### config.mk
export PLATFORM = sky130hd
export DESIGN_NAME = object_carousel_message_parser_top
export DESIGN_NICKNAME = d
export VERILOG_FILES = /design/src/ocmp_pkg.sv /design/src/object_carousel_message_parser_top.sv /design/src/ocmp_queue.sv /design/src/ocmp_front.sv
export SDC_FILE = /design/constraint.sdc
export NUM_CORES = 2
export LEC_CHECK = 0
export CAP_MARGIN = 20
export CORE_MARGIN = 2
export CORE_UTILIZATION = 35
export DETAILED_ROUTE_END_ITERATION = 7
export DONT_BUFFER_PORTS = 1
export PLACE_DENSITY_LB_ADDON = 0.1
export SYNTH_ARGS = -nofsm -noshare
export SYNTH_HDL_FRONTEND = slang
export SYNTH_HIERARCHICAL = 1
export SYNTH_SLANG_ARGS = --single-unit
### constraint.sdc
create_clock -name clk_i -period 41.1 [get_ports clk_i]
set_input_delay 4.11 -clock clk_i [delete_from_list [all_inputs] [get_ports clk_i]]
set_output_delay 4.11 -clock clk_i [all_outputs]
set_load 0.005 [all_outputs]
### src/ocmp_pkg.sv
// ----------------------------------------------------------------------------
// ocmp_pkg
// Shared types and codes of the object carousel message parser.
// ----------------------------------------------------------------------------
package ocmp_pkg;

  localparam int unsigned CfgW = 16;

  // record kinds
  localparam logic [2:0] RK_FILE_HDR = 3'd0;
  localparam logic [2:0] RK_CONTENT  = 3'd1;
  localparam logic [2:0] RK_NAME     = 3'd2;
  localparam logic [2:0] RK_DIR_BIND = 3'd3;
  localparam logic [2:0] RK_GW_BIND  = 3'd4;
  localparam logic [2:0] RK_ABORT    = 3'd5;

  // abort codes
  localparam logic [7:0] AB_MAGIC  = 8'd0;
  localparam logic [7:0] AB_STREAM = 8'd1;
  localparam logic [7:0] AB_STEVT  = 8'd2;
  localparam logic [7:0] AB_UNKN   = 8'd3;
  localparam logic [7:0] AB_LITE   = 8'd4;

  // binding kinds
  localparam logic [1:0] BK_DIR   = 2'd0;
  localparam logic [1:0] BK_FIL   = 2'd1;
  localparam logic [1:0] BK_OTHER = 2'd2;

  typedef struct packed {
    logic [2:0]  record_kind;
    logic [7:0]  data_byte;
    logic [31:0] parent_key;
    logic [2:0]  parent_key_len;
    logic [15:0] parent_module;
    logic [31:0] content_length;
    logic [1:0]  bind_kind;
    logic [31:0] target_carousel;
    logic [15:0] target_module;
    logic [31:0] target_key;
    logic [2:0]  target_key_len;
    logic [15:0] assoc_tag;
  } rec_t;

endpackage

### src/object_carousel_message_parser_top.sv
// ----------------------------------------------------------------------------
// object_carousel_message_parser_top
// BIOP message parser: module bytes in, file/name/binding/abort records out.
// ----------------------------------------------------------------------------
//  channel | handshake                  | payload
//  --------+----------------------------+-------------------------------------
//  in      | in_valid_i / in_ready_o    | module_byte_i, module_last_i
//  out     | out_valid_o / out_ready_i  | record_kind_o ... assoc_tag_o
//  cfg     | cfg_we_i                   | cfg_wdata_i (carrier module)
//
// One byte per cycle while in_ready_o is high; each byte gives at most one
// registered record. The parser walks one field step per byte; a two-word
// record queue sits in front of the output; in_ready_o drops only while full.
// Reset needs no clearing pass; a byte with module_last_i restarts the parser.
module object_carousel_message_parser_top #(
  parameter int unsigned KEY_BYTES = 4
) (
  input  logic        clk_i,
  input  logic        rst_ni,
  input  logic        cfg_we_i,
  input  logic [15:0] cfg_wdata_i,
  input  logic        in_valid_i,
  output logic        in_ready_o,
  input  logic [7:0]  module_byte_i,
  input  logic        module_last_i,
  output logic        out_valid_o,
  input  logic        out_ready_i,
  output logic [2:0]  record_kind_o,
  output logic [7:0]  data_byte_o,
  output logic [31:0] parent_key_o,
  output logic [2:0]  parent_key_len_o,
  output logic [15:0] parent_module_o,
  output logic [31:0] content_length_o,
  output logic [1:0]  bind_kind_o,
  output logic [31:0] target_carousel_o,
  output logic [15:0] target_module_o,
  output logic [31:0] target_key_o,
  output logic [2:0]  target_key_len_o,
  output logic [15:0] assoc_tag_o
);
  import ocmp_pkg::*;

  logic take, rec_valid, space;
  rec_t rec, head;

  assign in_ready_o = space;
  assign take       = in_valid_i && space;

  ocmp_front #(.KEY_BYTES(KEY_BYTES)) u_front (
    .clk_i, .rst_ni, .cfg_we_i, .cfg_wdata_i,
    .take_i(take), .module_byte_i, .module_last_i,
    .rec_valid_o(rec_valid), .rec_o(rec)
  );

  ocmp_queue u_queue (
    .clk_i, .rst_ni,
    .push_i(take && rec_valid), .push_rec_i(rec), .space_o(space),
    .out_valid_o, .out_ready_i, .out_rec_o(head)
  );

  assign record_kind_o     = head.record_kind;
  assign data_byte_o       = head.data_byte;
  assign parent_key_o      = head.parent_key;
  assign parent_key_len_o  = head.parent_key_len;
  assign parent_module_o   = head.parent_module;
  assign content_length_o  = head.content_length;
  assign bind_kind_o       = head.bind_kind;
  assign target_carousel_o = head.target_carousel;
  assign target_module_o   = head.target_module;
  assign target_key_o      = head.target_key;
  assign target_key_len_o  = head.target_key_len;
  assign assoc_tag_o       = head.assoc_tag;

endmodule

### src/ocmp_queue.sv
// ----------------------------------------------------------------------------
// ocmp_queue
// Two-word record queue between parser and output; head is registered.
// ----------------------------------------------------------------------------
module ocmp_queue (
  input  logic          clk_i,
  input  logic          rst_ni,
  input  logic          push_i,
  input  ocmp_pkg::rec_t push_rec_i,
  output logic          space_o,
  output logic          out_valid_o,
  input  logic          out_ready_i,
  output ocmp_pkg::rec_t out_rec_o
);
  import ocmp_pkg::*;

  localparam int unsigned Depth = 2;
  localparam int unsigned PtrW  = $clog2(Depth);

  rec_t            mem_q [Depth];
  logic [PtrW-1:0] wr_q, wr_d, rd_q, rd_d;
  logic [PtrW:0]   cnt_q, cnt_d;
  logic            pop;

  assign pop         = out_valid_o && out_ready_i;
  assign out_valid_o = (cnt_q != '0);
  assign space_o     = (cnt_q != (PtrW+1)'(Depth));
  assign out_rec_o   = mem_q[rd_q];

  always_comb begin
    wr_d  = wr_q;
    rd_d  = rd_q;
    cnt_d = cnt_q;
    if (push_i) begin
      wr_d = (wr_q == PtrW'(Depth-1)) ? '0 : wr_q + 1'b1;
    end
    if (pop) begin
      rd_d = (rd_q == PtrW'(Depth-1)) ? '0 : rd_q + 1'b1;
    end
    if (push_i && !pop) begin
      cnt_d = cnt_q + 1'b1;
    end else if (pop && !push_i) begin
      cnt_d = cnt_q - 1'b1;
    end
  end

  always_ff @(posedge clk_i or negedge rst_ni) begin
    if (!rst_ni) begin
      wr_q  <= '0;
      rd_q  <= '0;
      cnt_q <= '0;
    end else begin
      wr_q  <= wr_d;
      rd_q  <= rd_d;
      cnt_q <= cnt_d;
    end
  end

  always_ff @(posedge clk_i) begin
    if (push_i) begin
      mem_q[wr_q] <= push_rec_i;
    end
  end

endmodule

### src/ocmp_front.sv
// ----------------------------------------------------------------------------
// ocmp_front
// Byte-level BIOP field walker: classifies each byte and builds records.
// ----------------------------------------------------------------------------
module ocmp_front #(
  parameter int unsigned KEY_BYTES = 4
) (
  input  logic                    clk_i,
  input  logic                    rst_ni,
  input  logic                    cfg_we_i,
  input  logic [ocmp_pkg::CfgW-1:0] cfg_wdata_i,
  input  logic                    take_i,
  input  logic [7:0]              module_byte_i,
  input  logic                    module_last_i,
  output logic                    rec_valid_o,
  output ocmp_pkg::rec_t          rec_o
);
  import ocmp_pkg::*;

  localparam int unsigned KeyLim = (KEY_BYTES < 4) ? KEY_BYTES : 4;

  localparam logic [4:0] ST_MAGIC    = 5'd0;
  localparam logic [4:0] ST_HSKIP    = 5'd1;
  localparam logic [4:0] ST_KEYLEN   = 5'd2;
  localparam logic [4:0] ST_KEY      = 5'd3;
  localparam logic [4:0] ST_KINDLEN  = 5'd4;
  localparam logic [4:0] ST_KIND     = 5'd5;
  localparam logic [4:0] ST_INFOLEN  = 5'd6;
  localparam logic [4:0] ST_INFO     = 5'd7;
  localparam logic [4:0] ST_FBODY    = 5'd8;
  localparam logic [4:0] ST_CONTENT  = 5'd9;
  localparam logic [4:0] ST_DBODY    = 5'd10;
  localparam logic [4:0] ST_NCOUNT   = 5'd11;
  localparam logic [4:0] ST_IDLEN    = 5'd12;
  localparam logic [4:0] ST_ID       = 5'd13;
  localparam logic [4:0] ST_CKLEN    = 5'd14;
  localparam logic [4:0] ST_CKIND    = 5'd15;
  localparam logic [4:0] ST_BTYPE    = 5'd16;
  localparam logic [4:0] ST_TIDLEN   = 5'd17;
  localparam logic [4:0] ST_TID      = 5'd18;
  localparam logic [4:0] ST_PROF     = 5'd19;
  localparam logic [4:0] ST_BODYHDR  = 5'd20;
  localparam logic [4:0] ST_LOC      = 5'd21;
  localparam logic [4:0] ST_MODVER   = 5'd22;
  localparam logic [4:0] ST_TKEYLEN  = 5'd23;
  localparam logic [4:0] ST_TKEY     = 5'd24;
  localparam logic [4:0] ST_BINDER   = 5'd25;
  localparam logic [4:0] ST_TAP      = 5'd26;
  localparam logic [4:0] ST_SELLEN   = 5'd27;
  localparam logic [4:0] ST_SEL      = 5'd28;
  localparam logic [4:0] ST_OINFOLEN = 5'd29;
  localparam logic [4:0] ST_OINFO    = 5'd30;

  localparam logic [31:0] KIND_FIL = 32'h66696C00;
  localparam logic [31:0] KIND_DIR = 32'h64697200;
  localparam logic [31:0] KIND_SRG = 32'h73726700;
  localparam logic [31:0] KIND_STR = 32'h73747200;
  localparam logic [31:0] KIND_STE = 32'h73746500;

  // bytes in a fixed-size field; zero marks a length-driven run
  function automatic logic [3:0] fixed_size(input logic [4:0] st);
    logic [3:0] n;
    unique case (st)
      ST_MAGIC, ST_KINDLEN, ST_TIDLEN, ST_MODVER:           n = 4'd4;
      ST_HSKIP, ST_PROF:                                    n = 4'd8;
      ST_KEYLEN, ST_NCOUNT, ST_IDLEN, ST_CKLEN, ST_BTYPE,
      ST_TKEYLEN, ST_SELLEN:                                n = 4'd1;
      ST_INFOLEN, ST_OINFOLEN:                              n = 4'd2;
      ST_FBODY, ST_LOC:                                     n = 4'd9;
      ST_DBODY:                                             n = 4'd7;
      ST_BODYHDR, ST_BINDER, ST_TAP:                        n = 4'd6;
      default:                                              n = 4'd0;
    endcase
    return n;
  endfunction

  function automatic logic [7:0] magic_char(input logic [1:0] idx);
    logic [7:0] c;
    unique case (idx)
      2'd0: c = 8'h42;
      2'd1: c = 8'h49;
      2'd2: c = 8'h4F;
      default: c = 8'h50;
    endcase
    return c;
  endfunction

  logic [CfgW-1:0] carrier_q;
  logic [4:0]  step_q, step_d;
  logic [31:0] fcount_q, fcount_d;
  logic [2:0]  runpos_q, runpos_d;
  logic [31:0] acc_q, acc_d;
  logic [1:0]  mkind_q, mkind_d;
  logic [15:0] binds_q, binds_d;
  logic [7:0]  comps_q, comps_d;
  logic [31:0] kind_q, kind_d;
  logic [31:0] ckind_q, ckind_d;
  logic        first_q, first_d;
  logic [31:0] key_q, key_d;
  logic [2:0]  keylen_q, keylen_d;
  logic [31:0] clen_q, clen_d;
  logic [31:0] tcar_q, tcar_d;
  logic [15:0] tmod_q, tmod_d;
  logic [31:0] tkey_q, tkey_d;
  logic [2:0]  tkeylen_q, tkeylen_d;
  logic [15:0] tassoc_q, tassoc_d;
  logic [1:0]  bkind_q, bkind_d;
  logic        drop_q, drop_d;

  logic [3:0]  fsize;
  logic [31:0] acc_new, fc_new, run_len;
  logic        fin, start_run;
  logic [4:0]  fin_st, run_st;
  logic [7:0]  b;

  assign b = module_byte_i;

  always_comb begin
    step_d = step_q; fcount_d = fcount_q; runpos_d = runpos_q; acc_d = acc_q;
    mkind_d = mkind_q; binds_d = binds_q; comps_d = comps_q; kind_d = kind_q;
    ckind_d = ckind_q; first_d = first_q; key_d = key_q; keylen_d = keylen_q;
    clen_d = clen_q; tcar_d = tcar_q; tmod_d = tmod_q; tkey_d = tkey_q;
    tkeylen_d = tkeylen_q; tassoc_d = tassoc_q; bkind_d = bkind_q; drop_d = drop_q;
    rec_valid_o = 1'b0;
    rec_o = '0;
    fin = 1'b0;
    fin_st = step_q;
    start_run = 1'b0;
    run_st = step_q;
    run_len = '0;
    fsize = fixed_size(step_q);
    acc_new = {acc_q[23:0], b};
    fc_new = fcount_q + 32'd1;

    if (take_i && !drop_q) begin
      if (step_q > ST_OINFO) begin
        // out-of-range step: restart at the magic
        step_d = ST_MAGIC; fcount_d = '0; acc_d = '0;
        key_d = '0; keylen_d = '0; kind_d = '0; clen_d = '0;
      end else if (fsize == 4'd0) begin
        if (fcount_q == '0) begin
          fin = 1'b1;
          fin_st = step_q;
        end else begin
          unique case (step_q)
            ST_KEY: begin
              if (runpos_q < 3'(KeyLim)) begin
                key_d[(2'd3 - runpos_q[1:0])*8 +: 8] = b;
                keylen_d = runpos_q + 3'd1;
              end
            end
            ST_KIND: begin
              if (runpos_q < 3'd4) kind_d[(2'd3 - runpos_q[1:0])*8 +: 8] = b;
            end
            ST_CONTENT: begin
              rec_valid_o = 1'b1;
              rec_o.record_kind = RK_CONTENT;
              rec_o.data_byte = b;
              rec_o.parent_key = key_q;
              rec_o.parent_key_len = keylen_q;
              rec_o.content_length = clen_q;
            end
            ST_ID: begin
              rec_valid_o = 1'b1;
              rec_o.record_kind = RK_NAME;
              rec_o.data_byte = b;
              if (mkind_q == 2'd1) begin
                rec_o.parent_key = key_q;
                rec_o.parent_key_len = keylen_q;
                rec_o.parent_module = carrier_q;
              end
            end
            ST_CKIND: begin
              if (runpos_q < 3'd4) ckind_d[(2'd3 - runpos_q[1:0])*8 +: 8] = b;
            end
            ST_TKEY: begin
              if (runpos_q < 3'(KeyLim)) begin
                tkey_d[(2'd3 - runpos_q[1:0])*8 +: 8] = b;
                tkeylen_d = runpos_q + 3'd1;
              end
            end
            default: ;
          endcase
          if (runpos_q != 3'd4) runpos_d = runpos_q + 3'd1;
          fcount_d = fcount_q - 32'd1;
          if (fcount_q == 32'd1) begin
            fin = 1'b1;
            fin_st = step_q;
          end
        end
      end else if (step_q == ST_MAGIC && b != magic_char(fcount_q[1:0])) begin
        rec_valid_o = 1'b1;
        rec_o.record_kind = RK_ABORT;
        rec_o.data_byte = AB_MAGIC;
        drop_d = 1'b1;
      end else begin
        acc_d = acc_new;
        fcount_d = fc_new;
        if (fc_new >= {28'd0, fsize}) begin
          // field complete: move on to the next field or start a run
          fcount_d = '0;
          acc_d = '0;
          unique case (step_q)
            ST_MAGIC:   step_d = ST_HSKIP;
            ST_HSKIP:   step_d = ST_KEYLEN;
            ST_KEYLEN:  begin start_run = 1'b1; run_st = ST_KEY; run_len = {24'd0, b}; end
            ST_KINDLEN: begin
              kind_d = '0;
              start_run = 1'b1; run_st = ST_KIND; run_len = acc_new;
            end
            ST_INFOLEN: begin
              start_run = 1'b1; run_st = ST_INFO; run_len = {16'd0, acc_new[15:0]};
            end
            ST_FBODY: begin
              clen_d = acc_new;
              rec_valid_o = 1'b1;
              rec_o.record_kind = RK_FILE_HDR;
              rec_o.parent_key = key_q;
              rec_o.parent_key_len = keylen_q;
              rec_o.content_length = acc_new;
              start_run = 1'b1; run_st = ST_CONTENT; run_len = acc_new;
            end
            ST_DBODY: begin
              binds_d = acc_new[15:0];
              if (acc_new[15:0] == '0) begin
                step_d = ST_MAGIC;
                key_d = '0; keylen_d = '0; kind_d = '0; clen_d = '0;
              end else begin
                tcar_d = '0; tmod_d = '0; tkey_d = '0; tkeylen_d = '0; tassoc_d = '0;
                bkind_d = BK_OTHER;
                step_d = ST_NCOUNT;
              end
            end
            ST_NCOUNT: begin
              comps_d = b;
              first_d = 1'b1;
              step_d = (b == 8'd0) ? ST_BTYPE : ST_IDLEN;
            end
            ST_IDLEN:   begin start_run = 1'b1; run_st = ST_ID; run_len = {24'd0, b}; end
            ST_CKLEN: begin
              ckind_d = '0;
              start_run = 1'b1; run_st = ST_CKIND; run_len = {24'd0, b};
            end
            ST_BTYPE:   step_d = ST_TIDLEN;
            ST_TIDLEN:  begin start_run = 1'b1; run_st = ST_TID; run_len = acc_new; end
            ST_PROF: begin
              if (acc_new[7:0] == 8'h06) begin
                step_d = ST_BODYHDR;
              end else if (acc_new[7:0] == 8'h05) begin
                rec_valid_o = 1'b1;
                rec_o.record_kind = RK_ABORT;
                rec_o.data_byte = AB_LITE;
                drop_d = 1'b1;
                fcount_d = fc_new;
                acc_d = acc_new;
              end else begin
                step_d = ST_OINFOLEN;
              end
            end
            ST_BODYHDR: step_d = ST_LOC;
            ST_LOC:     begin tcar_d = acc_new; step_d = ST_MODVER; end
            ST_MODVER:  begin tmod_d = acc_new[31:16]; step_d = ST_TKEYLEN; end
            ST_TKEYLEN: begin
              tkey_d = '0; tkeylen_d = '0;
              start_run = 1'b1; run_st = ST_TKEY; run_len = {24'd0, b};
            end
            ST_BINDER:  step_d = ST_TAP;
            ST_TAP:     begin tassoc_d = acc_new[15:0]; step_d = ST_SELLEN; end
            ST_SELLEN:  begin start_run = 1'b1; run_st = ST_SEL; run_len = {24'd0, b}; end
            ST_OINFOLEN: begin
              start_run = 1'b1; run_st = ST_OINFO; run_len = {16'd0, acc_new[15:0]};
            end
            default: begin
              step_d = ST_MAGIC;
              key_d = '0; keylen_d = '0; kind_d = '0; clen_d = '0;
            end
          endcase
          if (start_run) begin
            step_d = run_st;
            fcount_d = run_len;
            runpos_d = '0;
            if (run_len == '0) begin
              fin = 1'b1;
              fin_st = run_st;
            end
          end
        end
      end
    end

    // close a length-driven run
    if (fin) begin
      fcount_d = '0;
      acc_d = '0;
      unique case (fin_st)
        ST_KEY:     step_d = ST_KINDLEN;
        ST_KIND:    step_d = ST_INFOLEN;
        ST_INFO: begin
          if (kind_d == KIND_FIL) begin
            mkind_d = 2'd0; step_d = ST_FBODY;
          end else if (kind_d == KIND_DIR) begin
            mkind_d = 2'd1; step_d = ST_DBODY;
          end else if (kind_d == KIND_SRG) begin
            mkind_d = 2'd2; step_d = ST_DBODY;
          end else begin
            // abort keeps the run position; the block drops bytes from here on
            fcount_d = fcount_q - ((fcount_q == '0) ? 32'd0 : 32'd1);
            fcount_d = '0;
            step_d = fin_st;
            rec_valid_o = 1'b1;
            rec_o = '0;
            rec_o.record_kind = RK_ABORT;
            rec_o.data_byte = (kind_d == KIND_STR) ? AB_STREAM :
                              (kind_d == KIND_STE) ? AB_STEVT : AB_UNKN;
            drop_d = 1'b1;
          end
        end
        ST_CONTENT: begin
          step_d = ST_MAGIC;
          key_d = '0; keylen_d = '0; kind_d = '0; clen_d = '0;
        end
        ST_ID:      step_d = ST_CKLEN;
        ST_CKIND: begin
          if (first_d) begin
            bkind_d = (ckind_d == KIND_DIR) ? BK_DIR :
                      (ckind_d == KIND_FIL) ? BK_FIL : BK_OTHER;
            first_d = 1'b0;
          end
          comps_d = comps_d - 8'd1;
          step_d = (comps_d == 8'd0) ? ST_BTYPE : ST_IDLEN;
        end
        ST_TID:     step_d = ST_PROF;
        ST_TKEY:    step_d = ST_BINDER;
        ST_SEL:     step_d = ST_OINFOLEN;
        default: begin
          rec_valid_o = 1'b1;
          rec_o = '0;
          rec_o.record_kind = (mkind_d == 2'd1) ? RK_DIR_BIND : RK_GW_BIND;
          if (mkind_d == 2'd1) begin
            rec_o.parent_key = key_d;
            rec_o.parent_key_len = keylen_d;
            rec_o.parent_module = carrier_q;
          end
          rec_o.bind_kind = bkind_d;
          rec_o.target_carousel = tcar_d;
          rec_o.target_module = tmod_d;
          rec_o.target_key = tkey_d;
          rec_o.target_key_len = tkeylen_d;
          rec_o.assoc_tag = tassoc_d;
          binds_d = binds_d - 16'd1;
          if (binds_d == '0) begin
            step_d = ST_MAGIC;
            key_d = '0; keylen_d = '0; kind_d = '0; clen_d = '0;
          end else begin
            tcar_d = '0; tmod_d = '0; tkey_d = '0; tkeylen_d = '0; tassoc_d = '0;
            bkind_d = BK_OTHER;
            step_d = ST_NCOUNT;
          end
        end
      endcase
    end

    // last byte of the module: back to the start state
    if (take_i && module_last_i) begin
      step_d = ST_MAGIC; fcount_d = '0; runpos_d = '0; acc_d = '0;
      mkind_d = '0; binds_d = '0; comps_d = '0; kind_d = '0; ckind_d = '0;
      first_d = 1'b0; key_d = '0; keylen_d = '0; clen_d = '0;
      tcar_d = '0; tmod_d = '0; tkey_d = '0; tkeylen_d = '0; tassoc_d = '0;
      bkind_d = '0; drop_d = 1'b0;
    end
  end

  always_ff @(posedge clk_i or negedge rst_ni) begin
    if (!rst_ni) begin
      carrier_q <= '0;
      step_q <= ST_MAGIC; fcount_q <= '0; runpos_q <= '0; acc_q <= '0;
      mkind_q <= '0; binds_q <= '0; comps_q <= '0; kind_q <= '0; ckind_q <= '0;
      first_q <= 1'b0; key_q <= '0; keylen_q <= '0; clen_q <= '0;
      tcar_q <= '0; tmod_q <= '0; tkey_q <= '0; tkeylen_q <= '0; tassoc_q <= '0;
      bkind_q <= '0; drop_q <= 1'b0;
    end else begin
      if (cfg_we_i) carrier_q <= cfg_wdata_i;
      if (take_i) begin
        step_q <= step_d; fcount_q <= fcount_d; runpos_q <= runpos_d; acc_q <= acc_d;
        mkind_q <= mkind_d; binds_q <= binds_d; comps_q <= comps_d; kind_q <= kind_d;
        ckind_q <= ckind_d; first_q <= first_d; key_q <= key_d; keylen_q <= keylen_d;
        clen_q <= clen_d; tcar_q <= tcar_d; tmod_q <= tmod_d; tkey_q <= tkey_d;
        tkeylen_q <= tkeylen_d; tassoc_q <= tassoc_d; bkind_q <= bkind_d;
        drop_q <= drop_d;
      end
    end
  end

endmodule

# Yosys cells after proc, flatten, opt, wreduce, memory -nomap -nowiden
# Memory sizes are Yosys's and may differ from the RTL's.
# Cells that the tools add are included.
dict set report classes {
  order_cmp 3
  n_div 0
  n_shift 2
  addsub 11
  mux 323
  n_reduce_logical 47
  eq_ne 61
  bitwise 0
  mul 0
}
# operator count
set op_table {}
lappend op_table {{32-bit 2-to-1 mux} 88}
lappend op_table {{195-bit 2-to-1 mux} 4}
lappend op_table {{16-bit 2-to-1 mux} 31}
lappend op_table {{32-bit one-hot mux with 2 select lines} 7}
lappend op_table {{195-bit one-hot mux with 2 select lines} 1}
lappend op_table {{94-bit 2-to-1 mux} 3}
lappend op_table {{24-bit 2-to-1 mux} 10}
lappend op_table {{32-bit by 31-bit == test with 1-bit output (second input constant)} 7}
lappend op_table {{32-bit one-hot mux with 3 select lines} 2}
lappend op_table {{32-bit bitwise mux} 4}
lappend op_table {{8-bit 2-to-1 mux} 14}
lappend op_table {{5-bit 2-to-1 mux} 22}
lappend op_table {{3-bit 2-to-1 mux} 36}
lappend op_table {{51-bit 2-to-1 mux} 2}
lappend op_table {{46-bit 2-to-1 mux} 2}
lappend op_table {{45-bit one-hot mux with 2 select lines} 1}
lappend op_table {{5-bit == test (second input constant)} 15}
lappend op_table {{35-bit 2-to-1 mux} 2}
lappend op_table {{32-bit logical NOT} 2}
lappend op_table {{16-bit one-hot mux with 2 select lines} 2}
lappend op_table {{5-bit one-hot mux with 12 select lines} 1}
lappend op_table {{1-bit 2-to-1 mux} 56}
lappend op_table {{5-bit by 4-bit == test with 1-bit output (second input constant)} 11}
lappend op_table {{5-bit one-hot mux with 10 select lines} 1}
lappend op_table {{other kinds (60)} 123}
dict set report totals {
  ramBits 390
  reg_bits 344
  latch_bits 0
  mem_count 2
  word_cells 473
  in_bits 30
  output_inout_bits 197
  romBits 128
}
# name words width rd rd_ports_with_merged_regs write_ports line_no
set memory_table {}
lappend memory_table {u_queue.mem_q 2 195 1 0 1 ocmp_queue.sv:20} ;# rec_t mem_q [Depth];
lappend memory_table {{(name not given)} 32 4 1 0 0 ocmp_front.sv:63} ;# unique case (st)

# Longest topological paths before layout
dict set report logic_depth {
  ltp_word 28
  ltp_mapped 35
  depth_no_buf 29
}

# Cells and area by module
# Netlist, hierarchy kept.
# module cells_per_inst area_per_inst_um2 n_inst seq_area_each_um2
set by_module_without_submodules {}
lappend by_module_without_submodules {ocmp_front 2984 24235.7 1 8508.2}
lappend by_module_without_submodules {ocmp_queue 623 14838.0 1 11811.3}
lappend by_module_without_submodules {object_carousel_message_parser_top 2 12.5 1 0.0}

# Worst setup path after synthesis
# No wires, ideal clock.
dict set report synth_path {
  kind {input to register}
  startpoint {input module_byte_i[6]}
  endpoint {memory u_queue/mem_q[0][0] (netlist bit), enable pin}
  arrival_time_ns 16.146
  n_path_buf 5
  required_ns 40.323
  setup_slack_ns 24.178
  path_stages 17
  setup_ns 0.777
  path_cell_list {buf_2 > or3_1 > or4_1 > buf_2 > nor2_1 > nand4_1 > or3_1 > o21ai_0 > o21ai_1 > o31a_1 > a211o_1 > buf_2 > clkbuf_1 > buf_2 > nand3_1 > and3_1 > nor2b_1}
}
dict set report synth_via {
  elab_chain_cells 21
  elab_cells_between_ends 67
}
# item line_no
set synth_rtl {}
lappend synth_rtl {{from (decl)} object_carousel_message_parser_top.sv:24} ;# input logic [7:0] module_byte_i,
lappend synth_rtl {{32-bit one-hot mux with 3 select lines} ocmp_front.sv:203} ;# unique case (step_q)
lappend synth_rtl {{32-bit 2-to-1 mux} ocmp_front.sv:199} ;# if (fc_new >= {28'd0, fsize}) begin
lappend synth_rtl {{32-bit 2-to-1 mux} ocmp_front.sv:191} ;# end else if (step_q == ST_MAGIC && b != magic_char(fcount_q[1:0])) begin
lappend synth_rtl {{32-bit 2-to-1 mux} ocmp_front.sv:140} ;# end else if (fsize == 4'd0) begin
lappend synth_rtl {{32-bit 2-to-1 mux} ocmp_front.sv:136} ;# if (step_q > ST_OINFO) begin
lappend synth_rtl {{32-bit 2-to-1 mux} ocmp_front.sv:135} ;# if (take_i && !drop_q) begin
lappend synth_rtl {{32-bit logical NOT} ocmp_front.sv:282} ;# if (run_len == '0) begin
lappend synth_rtl {{5-bit 2-to-1 mux} ocmp_front.sv:282}
lappend synth_rtl {{(+6 left out)} -}
lappend synth_rtl {{5-bit by 2-bit == test with 1-bit output (tied with other cells)} ocmp_front.sv:295} ;# unique case (fin_st)
lappend synth_rtl {{8-bit OR reduction (no line)} -}
lappend synth_rtl {{1-bit one-hot mux with 2 select lines} ocmp_front.sv:295}
lappend synth_rtl {{1-bit 2-to-1 mux (*)} ocmp_front.sv:292} ;# if (fin) begin
lappend synth_rtl {{via rec_valid} object_carousel_message_parser_top.sv:43} ;# logic take, rec_valid, space;
lappend synth_rtl {{1-bit logical AND (*)} object_carousel_message_parser_top.sv:57} ;# .push_i(take && rec_valid), .push_rec_i(rec), .space_o(space),
lappend synth_rtl {{1-bit 2-to-1 mux (*)} ocmp_queue.sv:60} ;# if (push_i) begin
lappend synth_rtl {{1-bit 2-to-1 mux (not written as such) (*)} ocmp_queue.sv:61} ;# mem_q[wr_q] <= push_rec_i;
lappend synth_rtl {{to (decl)} ocmp_queue.sv:20}
# Mark *: on every way through the listed nets, which the timed path passes. The rest lies on a longest branch. The select of a mux whose other input is x is not followed.

# Worst setup path after layout
dict set report layout_path {
  startpoint {input in_valid_i}
  endpoint {memory u_queue/mem_q[1][53] (netlist bit), enable pin}
}
dict set report layout_via {
  elab_chain_cells 12
  elab_cells_between_ends 27
}
# item line_no
set layout_rtl {}
lappend layout_rtl {{from (decl)} object_carousel_message_parser_top.sv:22} ;# input logic in_valid_i,
lappend layout_rtl {{1-bit logical AND (*)} object_carousel_message_parser_top.sv:47} ;# assign take = in_valid_i && space;
lappend layout_rtl {{1-bit logical AND (*)} ocmp_front.sv:135}
lappend layout_rtl {{32-bit 2-to-1 mux} ocmp_front.sv:135}
lappend layout_rtl {{32-bit by 31-bit == test with 1-bit output} ocmp_front.sv:303} ;# end else if (kind_d == KIND_SRG) begin
lappend layout_rtl {{1-bit 2-to-1 mux} ocmp_front.sv:303}
lappend layout_rtl {{1-bit 2-to-1 mux} ocmp_front.sv:301} ;# end else if (kind_d == KIND_DIR) begin
lappend layout_rtl {{1-bit 2-to-1 mux} ocmp_front.sv:299} ;# if (kind_d == KIND_FIL) begin
lappend layout_rtl {{1-bit one-hot mux with 2 select lines} ocmp_front.sv:295}
lappend layout_rtl {{1-bit 2-to-1 mux (*)} ocmp_front.sv:292}
lappend layout_rtl {{via rec_valid} object_carousel_message_parser_top.sv:43}
lappend layout_rtl {{1-bit logical AND (*)} object_carousel_message_parser_top.sv:57}
lappend layout_rtl {{1-bit 2-to-1 mux (*)} ocmp_queue.sv:60}
lappend layout_rtl {{1-bit 2-to-1 mux (not written as such) (*)} ocmp_queue.sv:61}
# Mark *: on every way through the listed nets, which the timed path passes. The rest lies on a longest branch.

==> metrics.txt <==
Max Clk Rate=93.6 MHz; Syn Nets=3662; sequential cell area fraction in the yosys report=0.520; layout cells sized above 1=0.143; dpl hpwl=98.8 mm; top cells by area, synth=edfxtp_1, dfrtp_1, mux2_4, a22o_1, nand2_1; Max-slew headroom=0.219; Sink Count=734; leading area contributor after synthesis=edfxtp_1; initial antenna violation count=7; Total Routed Length=148 mm; max-slew violations=0; post-synthesis async set-or-reset flop share=0.469; Worst setup SP type=input pin; final instance area=43200 um2; Top FF cell, synth=edfxtp_1; Gate Count Post-Synth=3609; most numerous cell in the Yosys netlist=edfxtp_1; #FFs+latches synth=734; H-tree depth=3; final hold violation count=0; Setup Fix Bufs, Post-CTS=0; final net count=3536; Hold WS=0.481 ns; Skew-Pair Late Insertion Delay=0.67 ns; clk root buf=clkbuf_16; Clock Tree Buf Depth=3; crit end category=flop; P_sw=1.25 mW; Max-Cap Viols=0; pre-CTS setup slack=30.03 ns; core area=111000 um2; RSZ-0062 raised after global routing=false; Synth Warn #=6; number of gates resized after cts=0; Initial Util=0.353; PortBufs=0; fin crit share=0.260; CP required=41.38 ns; worst-margin pin slew=1.16 ns; Synth Cell Area=39100 um2; Residual DRC=0; gr ovfl total=0; CP max FO=141; Logic pwr share=0.410; Clk pwr share=0.265; vias per cell=6.11; power per standard cell area=67.5 nW/um2; Post-Syn Area per Cell=10.8 um2; vias in the first global route=30100; GRT Total Usage=0.251; status=completed; largest net degree at the start of global routing=345; die height=338 um; via count=30800; setup ws final=30.41 ns; Row Count=122; Area after DPL=40200 um2; setup_tns=0 ns; CTS tree=built; # setup viols final=0; routability cong.=0.974; DR iter-0 viols=3475; IO Pins=227; area grow syn2layout=10.5%; Reg power frac=0.325; Die ar.=114000 um2; EDFF count, synth=390; switching part of the total=0.428; CP arrival=10.97 ns; Clk pin slew, worst setup/hold paths=0.05 ns; Unique masters post-synth=104; Post-Route Skew=0.0224 ns; number of hold buffers added after CTS=0; synth cell count leaders=edfxtp_1, dfrtp_1, nand2_1; peak supply drop=0.0000556 V; global-route wire length before repair=216 mm; share of the synthesized area in the top cell type=0.300; P_int=1.67 mW; Final ANT Viol Nets=0; post-detailed-route wirelength per cell=29.3 um; Hold WC Path Type=reg2reg; Die Width=338 um; leak pwr=15.9 nW; CTS Buf Count=85; Detailed Routing Iterations Pass 1=6; Filler cells=10700; Tmin final=10.69 ns; kind of critical path=in2reg
-- critical path, cell delays in order --
cell,delay [ns]
and2_2,0.16
nor2b_1,0.34
buf_4,0.35
o31a_1,0.21
o2111a_1,0.20
nand3_1,0.62
o21ai_0,0.98
a222oi_1,0.24
o21ai_0,0.21
nor4b_1,0.14
nand4b_1,0.24
a21oi_2,0.07
o21ai_0,0.65
nand3_1,0.34
nand3_1,0.23
and3_1,0.27
and2_4,0.67
buf_12,0.59
-- state kept, by name, indices dropped and copies added (netlist names), 16 cells and up --
name and flops:
u_front/acc_q 24, u_front/key_q 32, u_front/carrier_q 16, u_front/tmod_q 16, u_front/kind_q 32, u_queue/mem_q 390, u_front/tassoc_q 16, u_front/clen_q 32
u_front/ckind_q 32, u_front/fcount_q 32, u_front/binds_q 16, u_front/tkey_q 32, u_front/tcar_q 32
-- path summary, 6_finish.rpt --
path	from	to	slack [ns]	cells past startpoint
hold reg to reg	u_front/ckind_q[20]	u_front/ckind_q[20]	0.48	2
setup / recovery	in_valid_i	u_queue/mem_q[1][53]	30.41	18
hold / removal	u_front/ckind_q[20]	u_front/ckind_q[20]	0.48	2
max in group asynchronous	rst_ni	u_front/tkey_q[19]	37.16	0
setup reg to reg	u_front/step_q[1]	u_front/tkey_q[20]	31.74	25
min in group asynchronous	rst_ni	u_front/fcount_q[23]	3.18	0
-- cell families after synthesis --
group,Yosys count,share of synthesized area
adders and majority gates,23,0.00736
xor gates and xnor gates,53,0.0119
and+or+nand+nor,1121,0.139
AOI/OAI and AO/OA,1093,0.199
DFF,734,0.520
muxes,247,0.0840
buffers and inverters,338,0.0388
-- cell usage in the layout (no fill, tap or decap), types with 30 or more instances in the layout --
cell type	n
nor3_1	68
dfrtp_1	343
clkbuf_16	87
nor4_1	45
mux2_2	76
edfxtp_1	390
a21oi_1	168
nand2_1	327
nand3_1	96
a22o_1	176
inv_1	47
and2_1	43
o2bb2ai_1	85
a22oi_1	133
and3_1	30
nor2_1	312
buf_4	66
o21ai_0	235
mux2_4	140
-- stage by stage --
step,util,std cells,total power [mW]
finish,0.390,5043,2.92
detailed placement,0.364,4876,2.13
CTS,0.389,5034,2.92
global route,0.390,5042,3.04
global placement,0.363,4873,2.13
floorplan,-,3609,1.72
-- power groups by stage --
stage | sequential, mW | clock (mW) | combinational (mW)
floorplan | 0.908 | 0 | 0.810
global placement | 0.959 | 0 | 1.17
detailed placement | 0.961 | 0 | 1.17
CTS | 0.947 | 0.794 | 1.18
global route | 0.957 | 0.822 | 1.26
finish | 0.948 | 0.772 | 1.20
-- per-layer routing --
| layer | share of wire | track usage |
|---|---|---|
| met3 | 0.074 | 0.0494 |
| met2 | 0.44 | 0.382 |
| met4 | 0.032 | 0.0831 |
| met5 | 0.000027 | 0 |
| met1 | 0.45 | 0.357 |
-- layout make-up --
type	count	area, um2	area share
flip-flops and latches	734	20300	0.471
multi-input cells	2537	17300	0.401
clock inverters	40	463	0.0107
clock buffers	118	2370	0.0550
inverters	48	181	0.00420
repair buffers	77	648	0.0150
well taps	1488	1860	0.0431
diodes	1	2.50	0.0000579
No activity file was read; power rests on OpenSTA's default activity.
